## config.mk

```make
export PLATFORM = sky130hd
export DESIGN_NAME = fxalu_div_cell
export DESIGN_NICKNAME = d
export VERILOG_FILES = /design/src/hw/rtl/fxalu_pkg.sv /design/src/hw/rtl/fxalu_div_cell.sv
export SDC_FILE = /design/constraint.sdc
export NUM_CORES = 1
export LEC_CHECK = 0
export BUFFER_PORTS_ARGS = -buffer_cell sky130_fd_sc_hd__clkbuf_2
export CAP_MARGIN = 20
export CELL_PAD_IN_SITES_DETAIL_PLACEMENT = 2
export CELL_PAD_IN_SITES_GLOBAL_PLACEMENT = 2
export CORE_MARGIN = 3
export CORE_UTILIZATION = 32
export CTS_CLUSTER_DIAMETER = 80
export DETAILED_ROUTE_END_ITERATION = 7
export HOLD_SLACK_MARGIN = 0.06
export PLACE_DENSITY_LB_ADDON = 0.1
export SYNTH_ARGS = -nofsm -noshare
export SYNTH_HDL_FRONTEND = slang
export SYNTH_SLANG_ARGS = --single-unit
export TNS_END_PERCENT = 30
```

## constraint.sdc

```tcl
create_clock -name clk -period 1.1 [get_ports clk]
set_clock_uncertainty 0.05 [all_clocks]
set_input_delay 0 -clock clk [delete_from_list [all_inputs] [get_ports clk]]
set_output_delay 0 -clock clk [all_outputs]
set_load 0.01 [all_outputs]
```

## src/hw/rtl/fxalu_pkg.sv

```systemverilog
// ----------------------------------------------------------------------------
// fxalu_pkg
// Shared widths, opcodes, stage structs and helpers of the Q17.14 fixed-point ALU.
// ----------------------------------------------------------------------------
package fxalu_pkg;

	localparam int DATA_W    = 32;
	localparam int FRAC_BITS = 14;
	localparam int KIND_W    = 3;
	localparam int NUM_W     = DATA_W + FRAC_BITS;   // scaled dividend width, one cell per bit
	localparam int PROD_W    = 2 * DATA_W;

	localparam logic [DATA_W:0] HALF = (DATA_W + 1)'(1) << (FRAC_BITS - 1);

	typedef enum logic [KIND_W-1:0] {
		OP_TO_FIXED = 3'd0,
		OP_TRUNC    = 3'd1,
		OP_ROUND    = 3'd2,
		OP_ADD_INT  = 3'd3,
		OP_MUL      = 3'd4,
		OP_DIV      = 3'd5
	} op_t;

	// side information that rides along the divider chain
	typedef struct packed {
		logic              is_div;
		logic              neg;
		logic              dz;
		logic [DATA_W-1:0] res;
	} side_t;

	// restoring division state of one cell
	typedef struct packed {
		logic [DATA_W:0]   rem;
		logic [NUM_W-1:0]  num;
		logic [DATA_W-1:0] quo;
		logic [DATA_W-1:0] dvs;
	} div_t;

	typedef struct packed {
		logic [DATA_W-1:0] res;
		logic              dz;
	} result_t;

	function automatic logic [DATA_W-1:0] mag(input logic [DATA_W-1:0] v);
		return v[DATA_W-1] ? (~v + 1'b1) : v;
	endfunction

	function automatic logic [DATA_W-1:0] apply_sign(input logic neg,
			input logic [DATA_W-1:0] m);
		return neg ? (~m + 1'b1) : m;
	endfunction

endpackage

```

## src/hw/rtl/fxalu_div_cell.sv

```systemverilog
// ----------------------------------------------------------------------------
// fxalu_div_cell
// One restoring-division step: shifts in a dividend bit, emits one quotient bit.
// ----------------------------------------------------------------------------
module fxalu_div_cell (
	input  logic                   clk,
	input  logic                   arst_n,
	input  logic                   en,
	input  logic                   valid_in,
	input  fxalu_pkg::side_t       side_in,
	input  fxalu_pkg::div_t        div_in,
	output logic                   valid_q,
	output fxalu_pkg::side_t       side_q,
	output fxalu_pkg::div_t        div_q
);

	localparam int W = fxalu_pkg::DATA_W;

	logic [W:0]   trial;
	logic [W+1:0] diff;
	logic         ge;

	assign trial = {div_in.rem[W-1:0], div_in.num[fxalu_pkg::NUM_W-1]};
	assign diff  = {1'b0, trial} - {2'b00, div_in.dvs};
	assign ge    = ~diff[W+1];

	always_ff @(posedge clk or negedge arst_n) begin
		if (!arst_n) begin
			valid_q <= 1'b0;
		end else if (en) begin
			valid_q <= valid_in;
		end
	end

	always_ff @(posedge clk) begin
		if (en) begin
			side_q     <= side_in;
			div_q.rem  <= ge ? diff[W:0] : trial;
			div_q.num  <= div_in.num << 1;
			div_q.quo  <= {div_in.quo[W-2:0], ge};
			div_q.dvs  <= div_in.dvs;
		end
	end

endmodule

```

==> results of run 1 <==
## Yosys cell counts (2+ instances only)
| master | instances |
|---|---|
| xor2_1 | 10 |
| nand4_1 | 7 |
| buf_4 | 2 |
| a211o_1 | 2 |
| a21o_1 | 21 |
| mux2i_1 | 2 |
| mux2_1 | 25 |
| o21a_1 | 4 |
| o21bai_1 | 5 |
| mux2_2 | 6 |
| a31oi_1 | 3 |
| o31ai_1 | 2 |
| o21ai_0 | 19 |
| buf_2 | 4 |
| a21boi_0 | 4 |
| ha_1 | 32 |
| edfxtp_1 | 177 |
| nand2_1 | 14 |
| o211a_1 | 2 |
| and3_1 | 3 |
| nand2b_1 | 2 |
| and4_1 | 2 |
| nand3_1 | 6 |
| inv_1 | 44 |
| a21oi_1 | 25 |
| o211ai_1 | 2 |
| nor2_1 | 18 |
| a211oi_1 | 3 |
| clkbuf_1 | 8 |
| a311o_1 | 2 |
| nor3b_1 | 2 |
| o311a_1 | 2 |
| xnor2_1 | 19 |
| or2_2 | 2 |
## kinds of logic after synthesis
family                     share of synthesized area (%)
AOI/OAI and AO/OA                                   9.77
xor gates and xnor gates                            3.30
adders and majority gates                           5.46
buffers and inverters                               3.04
DFF                                                 69.3
muxes                                               4.79
other                                             0.0487
and+or+nand+nor                                     4.30
## per-stage QoR
step / setup WS (ps) / instance area [um^2]
3_3_place_gp: -1800 / 11100
3_5_place_dp: -1890 / 11100
4_1_cts: -1340 / 13700
2_1_floorplan: -1490 / 7920
## repair_timing
| item | in CTS |
|---|---|
| endpoints found under the setup margin | 35 |
| hold buffers | 178 |
| pin swaps | 11 |
| gates resized for setup | 19 |
| buffers inserted | 5 |
| hold endpoints to repair | 237 |
==> reports/metrics.yaml, run 1 <==
root_buffer: "clkbuf_16"
outcome: "aborted with a tool error"
grt-worst-endpoint: "div_q[134]$_DFFE_PP_/D"
synth_warnings: 0
place_inst: 1304
synth_top_area_share_pct: 69.0
worst-ep-kind: "sequential cell input"
cts_sinks: 178
grt_max_degree: 73
synth_area_leader_cell: "edfxtp_1"
antenna_found_initial: 7
synth_edf_count: 177
synthCells: 504
place.gp.congestion: 0.826
ios: 361
start_util_pct: 32.7
port_buffers: 357
netlist-cell-type-count: 57
cts-htree-levels: 4
avgSynthCellArea_um2: 15.3
numCtsBuffers: 17
dpl.hpwl_mm: 24.9
synth.area.top_cells: "edfxtp_1 69%, ha_1 5.2%, mux2_1 3.7%, xnor2_1 2.2%, inv_1 2.1%"
ys.flop_type: "edfxtp_1"
ys_async_sr_fraction_pct: 0.562
ys_ff_latch: 178
syn_nets: 719
die_w_um: 161
die_h_um: 161
lastStage: "global routing"
clock_path_buffers: 2
syn-cell-area_um2: 7710
num_rows: 56
error: "[ERROR DPL-0033] detailed placement checks failed during check placement."
yosysSeqAreaShare_pct: 69.3
==> run 2, diff against run 1 <==
==> config.mk (replaced) <==
export PLATFORM = sky130hd
export DESIGN_NAME = fxalu_div_cell
export DESIGN_NICKNAME = d
export VERILOG_FILES = /design/src/hw/rtl/fxalu_pkg.sv /design/src/hw/rtl/fxalu_div_cell.sv
export SDC_FILE = /design/constraint.sdc
export NUM_CORES = 1
export LEC_CHECK = 0
export BUFFER_PORTS_ARGS = -buffer_cell sky130_fd_sc_hd__clkbuf_2
export CAP_MARGIN = 20
export CORE_MARGIN = 3
export CORE_UTILIZATION = 40
export DETAILED_ROUTE_END_ITERATION = 7
export PLACE_DENSITY_LB_ADDON = 0.15
export SYNTH_ARGS = -nofsm -noshare
export SYNTH_HDL_FRONTEND = slang
export SYNTH_SLANG_ARGS = --single-unit
export TNS_END_PERCENT = 30
==> reports/metrics.yaml, run 2 <==
place.gp.congestion: 0.862  # was 0.826
ys_ff_latch: 178  # unchanged
critPathLaunch: "div_in[109]"
regArea_um2: 5340
layout_common_cells: "353 x clkbuf_2, 181 x dlygate4sd3_1, 177 x edfxtp_1"
die_h_um: 145  # was 161 um
syn-cell-area_um2: 7710  # unchanged
min-delay-start: "div_in[110]"
start_util_pct: 40.9  # was 32.7%
regMostFlops: "div_q"
synth.area.top_cells: "edfxtp_1 69%, ha_1 5.2%, mux2_1 3.7%, xnor2_1 2.2%, inv_1 2.1%"  # unchanged
crit_fanout: 3
reg.largest.list: "div_q x142, side_q x35, valid_q x1"
diodes: 0
finalSetupViolations: 34
yosys-top-cells-count: "177 x edfxtp_1, 44 x inv_1, 32 x ha_1, 25 x a21oi_1, 25 x mux2_1"  # unchanged
n_fill_cell: 1227
grt_pass1_wl_mm: 38.7
root_buffer: "clkbuf_16"  # unchanged
routed_wl_mm: 26.8
yosysMostFrequentCell: "edfxtp_1"  # unchanged
fmax_ghz: 0.419
final-hold-violation-count: 0
port_buffers: 357  # unchanged
crit_arrival_ps: 2510
viasPerCell: 4.76
synth_warnings: 0  # unchanged
die_w_um: 145  # was 161 um
setup-tns-final_ps: -40190
grt_max_degree: 34
r2r_slack_ps: 300
ant_nets: 0
syn_nets: 719  # unchanged
fin_cells: 1470
drt_iter0_drc: 241
drc_errors: 0
yosysSeqAreaShare_pct: 69.3  # unchanged
post-route-min-period_ps: 2390
synth_top_area_share_pct: 69.0  # unchanged
drive_gt1_share_pct: 49.6
clkTransAtPathRegs_ps: 70
dpl-instance-area_um2: 11100  # about the same
ys.flop_type: "edfxtp_1"  # unchanged
multi_input_area_um2: 2390
area_delta_synth_final_pct: 78.8
ys_async_sr_fraction_pct: 0.562  # unchanged
ios: 361  # unchanged
nNetsFinal: 1412
setup_ws_ps: -1290
netlist-cell-type-count: 57  # unchanged
wire_per_inst_um: 18.2
dpl.hpwl_mm: 18.3  # was 24.9 mm
synthAdderAreaFrac_pct: 5.46  # unchanged
avgSynthCellArea_um2: 15.3  # unchanged
numCtsBuffers: 17  # unchanged
rsz0062_at_grt: "yes"
grt_pass1_vias: 7363
synth_xor_area_share_pct: 3.30  # unchanged
globalRouteTotalUtil_pct: 24.2
violations: "setup timing"
leakage_nw: 6.43
num_rows: 50  # was 56
worstPathRequired_ps: 1230
synth_edf_count: 177  # unchanged
outcome: "finished, violations left"  # was aborted with a tool error
synth-compound-area-share_pct: 9.77  # unchanged
clock_latency_ps: 430
min_path_type: "in2reg"
grt-ovfl-total: 0
final_common_cell: "clkbuf_2"
synth_top_family_by_area: "compound AO/OA/AOI/OAI gates"  # unchanged
layout.cell_area.non_filler_um2: 13800
cts_sinks: 178  # unchanged
cts_tree: "done"
power_mw: 19.2
largest_reg_flops: 142
peakVddDrop_mv: 1.12
cp-end-kind: "flip-flop"
period_share_pct: 217
first_pass_iters: 5
synth.area.mux_share_pct: 4.79  # unchanged
clock_path_buffers: 2  # unchanged
die_area_um2: 21000
reg2reg_from: "valid_q"
synth_area_leader_cell: "edfxtp_1"  # unchanged
synthCells: 504  # unchanged
start_kind: "primary input"
synth_simple_gate_area_share_pct: 4.30  # unchanged
place_inst: 1246  # was 1304
maxSlewViolCount: 0
crit_type: "in2reg"
cap_viol_max_count: 0
fp.coreArea_um2: 18800
cts-htree-levels: 4  # unchanged
power_density_nw_per_um2: 1390
antenna_found_initial: 0
whs_ps: 45.0
vias: 6998
## run 2: cell counts after synthesis
Identical to the previous run, type by type.
## run 2: layer usage
metal | GRT usage (%) | up-vias | part of all wire [%]
met5 | 0 | - | 0
met4 | 13.9 | 0 | 5.3
met3 | 6.80 | 82 | 7.1
met2 | 41.7 | 292 | 51
met1 | 26.8 | 3311 | 37
li1 | - | 3313 | -
## run 2: worst paths after layout
path	end	cells past startpoint
worst max-delay path	div_q[132]	13
worst min-delay path	div_q[111]	3
worst max register to register	valid_q	1
worst min register to register	valid_q	1
max in group asynchronous	valid_q	3
min in group asynchronous	valid_q	3
## run 2: logic make-up (layout without fill, tap and decap cells)
group,after synthesis,count (layout)
flops,178,178
compound gates,107,107
simple gates,64,64
buf+inv,59,765
fa+ha+maj,33,33
mux,33,33
xor+xnor,29,29
other cells,1,1
## run 2: final cells by class
type / instances / area share [%]
clock buffer: 18 / 3.12
inverter: 45 / 1.45
tap: 260 / 2.36
multi-input combinational: 267 / 17.3
timing repair buffer: 688 / 35.8
sequential: 178 / 38.8
clock inverter: 14 / 1.16
## run 2: per-stage QoR
stage,setup slack (ps),utilization [%]
finish,-1290,73.2
global route,-1340,73.2
CTS,-1350,72.0
detailed placement,-1870,59.1
global placement,-1800,59.1
floorplan,-1490,-
## run 2: critical path, stage by stage
cell       delay, ps
clkbuf_16        130
inv_12            50
ha_4             120
inv_2             40
fa_2             360
a211o_1          310
nand3_2           90
a21oi_2           50
or3b_4           400
a221o_1          410
buf_4            170
xor2_1           130
mux2_4           250
## run 2: power by group
| part | switching (mW) | internal, mW | leakage [nW] | total (mW) |
|---|---|---|---|---|
| sequential | 0.211 | 8.23 | 1.74 | 8.44 |
| combinational | 2.13 | 2.56 | 4.40 | 4.69 |
| clock | 2.98 | 3.06 | 0.287 | 6.03 |
| total | 5.32 | 13.8 | 6.43 | 19.2 |
## run 2: repair_timing
item / in CTS / in global routing
resized for setup: 7 / 21
endpoints found under the setup margin: 34 / 37
hold buffers: 180 / 1
setup buffers: 2 / 6
hold endpoints to repair: 202 / 1
pin swaps: 7 / 10
gates cloned: 0 / 3
(Power assumes the default switching activity.)
==> run 3, diff against run 2 <==
--- a/config.mk
+++ b/config.mk
@@ -7,6 +7,7 @@
 export LEC_CHECK = 0
 export BUFFER_PORTS_ARGS = -buffer_cell sky130_fd_sc_hd__clkbuf_2
 export CAP_MARGIN = 20
+export CORE_ASPECT_RATIO = 2
 export CORE_MARGIN = 3
 export CORE_UTILIZATION = 40
 export DETAILED_ROUTE_END_ITERATION = 7
==> reports/metrics.yaml, run 3 (synthesized netlist as in run 2, its figures left out) <==
routedLengthMet1_mm: 8.67  # was 9.85 mm
worstPathRequired_ps: 1240  # was 1230 ps
cts_sinks: 178  # unchanged
slowest_delay_ps: 400  # was 410 ps
vias: 6909  # was 6998
min_path_type: "in2reg"  # unchanged
fin_util_pct: 72.1  # was 73.2%
clock_latency_ps: 420  # was 430 ps
finalSetupViolations: 35  # was 34
outcome: "finished, violations left"  # unchanged
drive_gt1_share_pct: 49.0  # was 49.6%
setup_ws_ps: -1260  # was -1290 ps
root_buffer: "clkbuf_16"  # unchanged
globalRouteTotalUtil_pct: 26.1  # was 24.2%
rsz0062_at_grt: "yes"  # unchanged
wire_per_inst_um: 18.9  # was 18.2 um
cp-end-kind: "flip-flop"  # unchanged
pre_cts_ws_ps: -1830  # was -1870 ps
port_buffers: 357  # unchanged
crit_type: "in2reg"  # unchanged
first_pass_iters: 7  # was 5
clock_path_buffers: 2  # unchanged
viasPerCell: 4.78  # was 4.76
nNetsFinal: 1393  # was 1412
largest_reg_flops: 142  # unchanged
final_common_cell: "clkbuf_2"  # unchanged
die_area_um2: 21100  # was 21000 um^2
fmax_ghz: 0.425  # was 0.419 GHz
grt-ovfl-total: 0  # unchanged
start_util_pct: 40.9  # about the same
crit_arrival_ps: 2490  # was 2510 ps
drc_errors: 0  # unchanged
reg.largest.list: "div_q x142, side_q x35, valid_q x1"  # unchanged
grt_pass1_wl_mm: 42.0  # was 38.7 mm
drt_iter0_drc: 403  # was 241
cts_tree: "done"  # unchanged
dpl.hpwl_mm: 19.6  # was 18.3 mm
layout_common_cells: "354 x clkbuf_2, 178 x dlygate4sd3_1, 177 x edfxtp_1"  # was 353 x clkbuf_2, 181 x dlygate4sd3_1, 177 x edfxtp_1
met3_length_mm: 1.83  # was 1.91 mm
crit_slowest_cell: "a221o_1"  # unchanged
path_cells: "clkbuf_16 > inv_12 > ha_4 > inv_2 > fa_2 > a211o_1 > nand3_2 > a21oi_2 > or3b_4 > a221o_1 > a31oi_1 > xnor2_1 > mux2_4"  # was clkbuf_16 > inv_12 > ha_4 > inv_2 > fa_2 > a211o_1 > nand3_2 > a21oi_2 > or3b_4 > a221o_1 > buf_4 > xor2_1 > mux2_4
grt_pass1_vias: 7652  # was 7363
regMostFlops: "div_q"  # unchanged
antenna_found_initial: 0  # unchanged
cts-htree-levels: 4  # unchanged
place.gp.congestion: 0.856  # was 0.862
die_w_um: 104  # was 145 um
power_density_nw_per_um2: 1430  # was 1390 nW/um^2
ios: 361  # unchanged
cap_viol_max_count: 0  # unchanged
area_delta_synth_final_pct: 76.1  # was 78.8%
peakVddDrop_mv: 0.998  # was 1.12 mV
final-hold-violation-count: 0  # unchanged
die_h_um: 202  # was 145 um
diodes: 0  # unchanged
maxSlewViolCount: 0  # unchanged
top_layer: "met4"  # unchanged
numCtsBuffers: 17  # unchanged
n_fill_cell: 1309  # was 1227
num_rows: 71  # was 50
met2WireLength_mm: 15.7  # was 13.6 mm
ant_nets: 0  # unchanged
routed_wl_mm: 27.3  # was 26.8 mm
period_share_pct: 214  # was 217%
grt_max_degree: 62  # was 34
leakage_nw: 6.35  # was 6.43 nW
crit_fanout: 3  # unchanged
whs_ps: 10.7  # was 45.0 ps
start_kind: "primary input"  # unchanged
fp.coreArea_um2: 18800  # about the same
post-route-min-period_ps: 2360  # was 2390 ps
violations: "setup timing"  # unchanged
clkTransAtPathRegs_ps: 70  # about the same
## run 3: critical path: cells and delay by family
family | cells | cell delay, ps
AO/OA/AOI/OAI | 4 | 980
AND/OR/NAND/NOR | 2 | 480
adder cells (fa/ha/maj) | 2 | 450
multiplexers | 1 | 250
buffers and inverters | 3 | 210
XOR/XNOR | 1 | 100
## run 3: path summary, 6_finish.rpt
kind	start	endpoint	slack, ps	cells after the start
setup / recovery	div_in[109]	div_q[136]	-1260	13
hold / removal	div_in[141]	div_q[142]	10	4
setup reg to reg	valid_q	valid_q	300	1
hold reg to reg	valid_q	valid_q	470	1
max in group asynchronous	arst_n	valid_q	510	3
min in group asynchronous	arst_n	valid_q	380	3
## run 3: power breakdown
part	internal, mW	leakage [nW]	switching, mW	total, mW
Sequential	8.23	1.74	0.224	8.45
Clock	3.47	0.298	2.87	6.33
Combinational	2.49	4.30	2.11	4.60
Total	14.2	6.35	5.20	19.4
## run 3: cell type report
cell class	instances	area (um^2)	area share, %
Sequential cell	178	5340	39.3
Inverter	45	200	1.47
Multi-Input combinational cell	267	2380	17.5
Timing Repair Buffer	669	4720	34.8
Clock inverter	15	190	1.40
Clock buffer	17	425	3.13
Tap cell	255	319	2.35
## run 3: metrics by stage
| step | TNS (ps) | cells | power, mW | instance area [um^2] |
|---|---|---|---|---|
| floorplan | -49150 | 504 | 10.4 | 7920 |
| detailed placement | -58730 | 1230 | 12.5 | 11000 |
| global route | -41660 | 1446 | 20.2 | 13600 |
| global placement | -57880 | 1230 | 12.4 | 11000 |
| finish | -37820 | 1446 | 19.4 | 13600 |
| CTS | -39240 | 1446 | 19.5 | 13600 |
## run 3: per-layer routing
metal	vias to the layer above	track usage, %
li1	3255	-
met1	3287	24.4
met2	302	51.4
met3	65	7.61
met4	0	11.3
met5	-	0
## run 3: what timing repair did
item | 4_1_cts | 5_1_grt
gates resized for setup | 22 | 5
setup endpoints to repair | 35 | 90
buffers inserted | 5 | 0
hold buffers | 178 | 0
endpoints found under the hold margin | 184 | 0
pin swaps | 12 | 8
gates cloned | 1 | 0
==> run 4, diff against run 3 <==
--- a/config.mk
+++ b/config.mk
@@ -9,7 +9,7 @@
 export CAP_MARGIN = 20
 export CORE_ASPECT_RATIO = 2
 export CORE_MARGIN = 3
-export CORE_UTILIZATION = 40
+export CORE_UTILIZATION = 36
 export DETAILED_ROUTE_END_ITERATION = 7
 export PLACE_DENSITY_LB_ADDON = 0.15
 export SYNTH_ARGS = -nofsm -noshare
==> constraint.sdc (replaced) <==
create_clock -name clk -period 2.25 [get_ports clk]
set_clock_uncertainty 0.05 [all_clocks]
set_input_delay 0 -clock clk [delete_from_list [all_inputs] [get_ports clk]]
set_output_delay 0 -clock clk [all_outputs]
set_load 0.01 [all_outputs]
==> reports/metrics.yaml, run 4 (synthesized netlist as in run 2, its figures left out) <==
crit_type: "in2reg"  # unchanged
die_h_um: 213  # was 202 um
antenna_found_initial: 2  # was 0
root_buffer: "clkbuf_16"  # unchanged
area_delta_synth_final_pct: 74.7  # was 76.1%
clock_path_buffers: 2  # unchanged
port_buffers: 357  # unchanged
leakage_nw: 6.24  # was 6.35 nW
first_pass_iters: 5  # was 7
regMostFlops: "div_q"  # unchanged
crit_arrival_ps: 2470  # was 2490 ps
power_density_nw_per_um2: 680  # was 1430 nW/um^2
drive_gt1_share_pct: 48.4  # was 49.0%
holdPathEnd: "div_q[111]"  # was div_q[142]
n_fill_cell: 1654  # was 1309
reg2reg_from: "valid_q"  # unchanged
routed_wl_mm: 27.1  # was 27.3 mm
cap_viol_max_count: 0  # unchanged
crit_fanout: 3  # unchanged
min_path_cells: 4  # unchanged
grt-ovfl-total: 0  # unchanged
fp.coreArea_um2: 21000  # was 18800 um^2
drc_errors: 0  # unchanged
regArea_um2: 5340  # unchanged
maxSlewViolCount: 0  # unchanged
setup_ws_ps: -89.6  # was -1260 ps
clkTransAtPathRegs_ps: 70  # about the same
sw_frac_of_total_pct: 26.9  # was 26.8%
largest_reg_flops: 142  # unchanged
cts_tree: "done"  # unchanged
fmax_ghz: 0.427
reg.largest.list: "div_q x142, side_q x35, valid_q x1"  # unchanged
p_sw_mw: 2.46  # was 5.20 mW
cts-htree-levels: 4  # unchanged
clock_latency_ps: 420  # about the same
numCtsBuffers: 17  # unchanged
drt_iter0_drc: 289  # was 403
start_kind: "primary input"  # unchanged
grt_pass1_vias: 7298  # was 7652
fin_util_pct: 64.0  # was 72.1%
cp-end-kind: "flip-flop"  # unchanged
die_w_um: 109  # was 104 um
peakVddDrop_mv: 0.460  # was 0.998 mV
place.gp.congestion: 0.854  # was 0.856
period_share_pct: 104
post-route-min-period_ps: 2340
cts_sinks: 178  # unchanged
viasPerCell: 4.63  # was 4.78
ios: 361  # unchanged
layout.cell_area.non_filler_um2: 13500  # was 13600 um^2
min_path_type: "in2reg"  # unchanged
globalRouteTotalUtil_pct: 22.8  # was 26.1%
rsz0062_at_grt: "yes"  # unchanged
critPathLaunch: "div_in[109]"  # unchanged
ant_nets: 0  # unchanged
violations: "setup timing"  # unchanged
p_int_mw: 6.68  # was 14.2 mW
dpl-instance-area_um2: 10900  # was 11000 um^2
reg2reg_depth: 1  # unchanged
worstPathRequired_ps: 2380  # was 1240 ps
wire_per_inst_um: 18.6  # was 18.9 um
vias: 6737  # was 6909
num_rows: 75  # was 71
grt_max_degree: 51  # was 62
layout_common_cells: "353 x clkbuf_2, 181 x dlygate4sd3_1, 177 x edfxtp_1"  # was 354 x clkbuf_2, 178 x dlygate4sd3_1, 177 x edfxtp_1
pre_cts_ws_ps: -664  # was -1830 ps
pwr-share-comb_pct: 24.5  # was 23.7%
dpl.hpwl_mm: 20.5  # was 19.6 mm
grt_pass1_wl_mm: 38.8  # was 42.0 mm
multi_input_area_um2: 2380  # about the same
finalSetupViolations: 6  # was 35
nNetsFinal: 1385  # was 1393
outcome: "finished, violations left"  # unchanged
min-delay-start: "div_in[1]"  # was div_in[141]
final_common_cell: "clkbuf_2"  # unchanged
r2r_slack_ps: 1410  # was 300 ps
start_util_pct: 36.7  # was 40.9%
rr_endpoint: "valid_q"  # unchanged
die_area_um2: 23300  # was 21100 um^2
power.sequential.fraction_pct: 45.0  # was 43.6%
final-hold-violation-count: 0  # unchanged
p_clk_share_pct: 30.4  # was 32.7%
run 4: stage by stage:
stage                     hold slack (ps)  instances  power, mW  TNS (ps)
after detailed placement             -272       1233       6.10    -20840
final                                 116       1455       9.15      -278
after floorplan                      -346        504       5.09    -10050
after global placement               -274       1233       6.08    -19440
after CTS                             130       1446       9.18      -333
after global routing                  107       1453       9.57     -2480
run 4: how the worst max path moves through the flow:
stage | depth (start not counted) | end | slack [ps]
after CTS | 13 | div_q[140] | -160
after global routing | 13 | div_q[140] | -170
final | 13 | div_q[136] | -90
after global placement | 13 | div_q[136] | -630
after detailed placement | 13 | div_q[136] | -660
after floorplan | 12 | div_q[113] | -340
run 4: final cells by class:
type / instances / area share (%)
Clock buffer: 18 / 3.19
Clock inverter: 13 / 0.902
Tap cell: 269 / 2.50
Multi-Input combinational cell: 267 / 17.7
Sequential cell: 178 / 39.7
Timing Repair Buffer: 661 / 34.5
Inverter: 45 / 1.47
Antenna cell: 4 / 0.0744
run 4: routing by layer:
metal | track usage (%) | up-vias | share of wire, %
met5 | 0 | - | 0
met4 | 10.6 | 0 | 3.7
met3 | 7.96 | 45 | 9.0
met2 | 43.1 | 300 | 56
met1 | 20.9 | 3152 | 31
li1 | - | 3240 | -
run 4: timing repair:
| item | 4_1_cts | 5_1_grt |
|---|---|---|
| gates cloned | 0 | 1 |
| hold buffers | 181 | 0 |
| gates resized for setup | 12 | 21 |
| setup buffers | 1 | 4 |
| endpoints found under the hold margin | 221 | 0 |
| pin swaps | 18 | 10 |
| endpoints found under the setup margin | 34 | 33 |
run 4: power groups by stage:
stage               logic [mW]  registers [mW]  clock network (mW)
floorplan                0.732            4.35                   0
global placement          1.89            4.18                   0
detailed placement        1.91            4.19                   0
CTS                       2.20            4.12                2.87
global route              2.43            4.15                3.00
finish                    2.24            4.12                2.79
run 4: critical path, stage by stage:
cell and delay [ps]:
clkbuf_16 130, inv_12 40, ha_4 120, inv_2 30, fa_2 330, a211o_1 300
nand3_2 90, a21oi_2 60, or3b_4 400, a221o_1 390, a31oi_1 220, xnor2_1 90
mux2_4 250
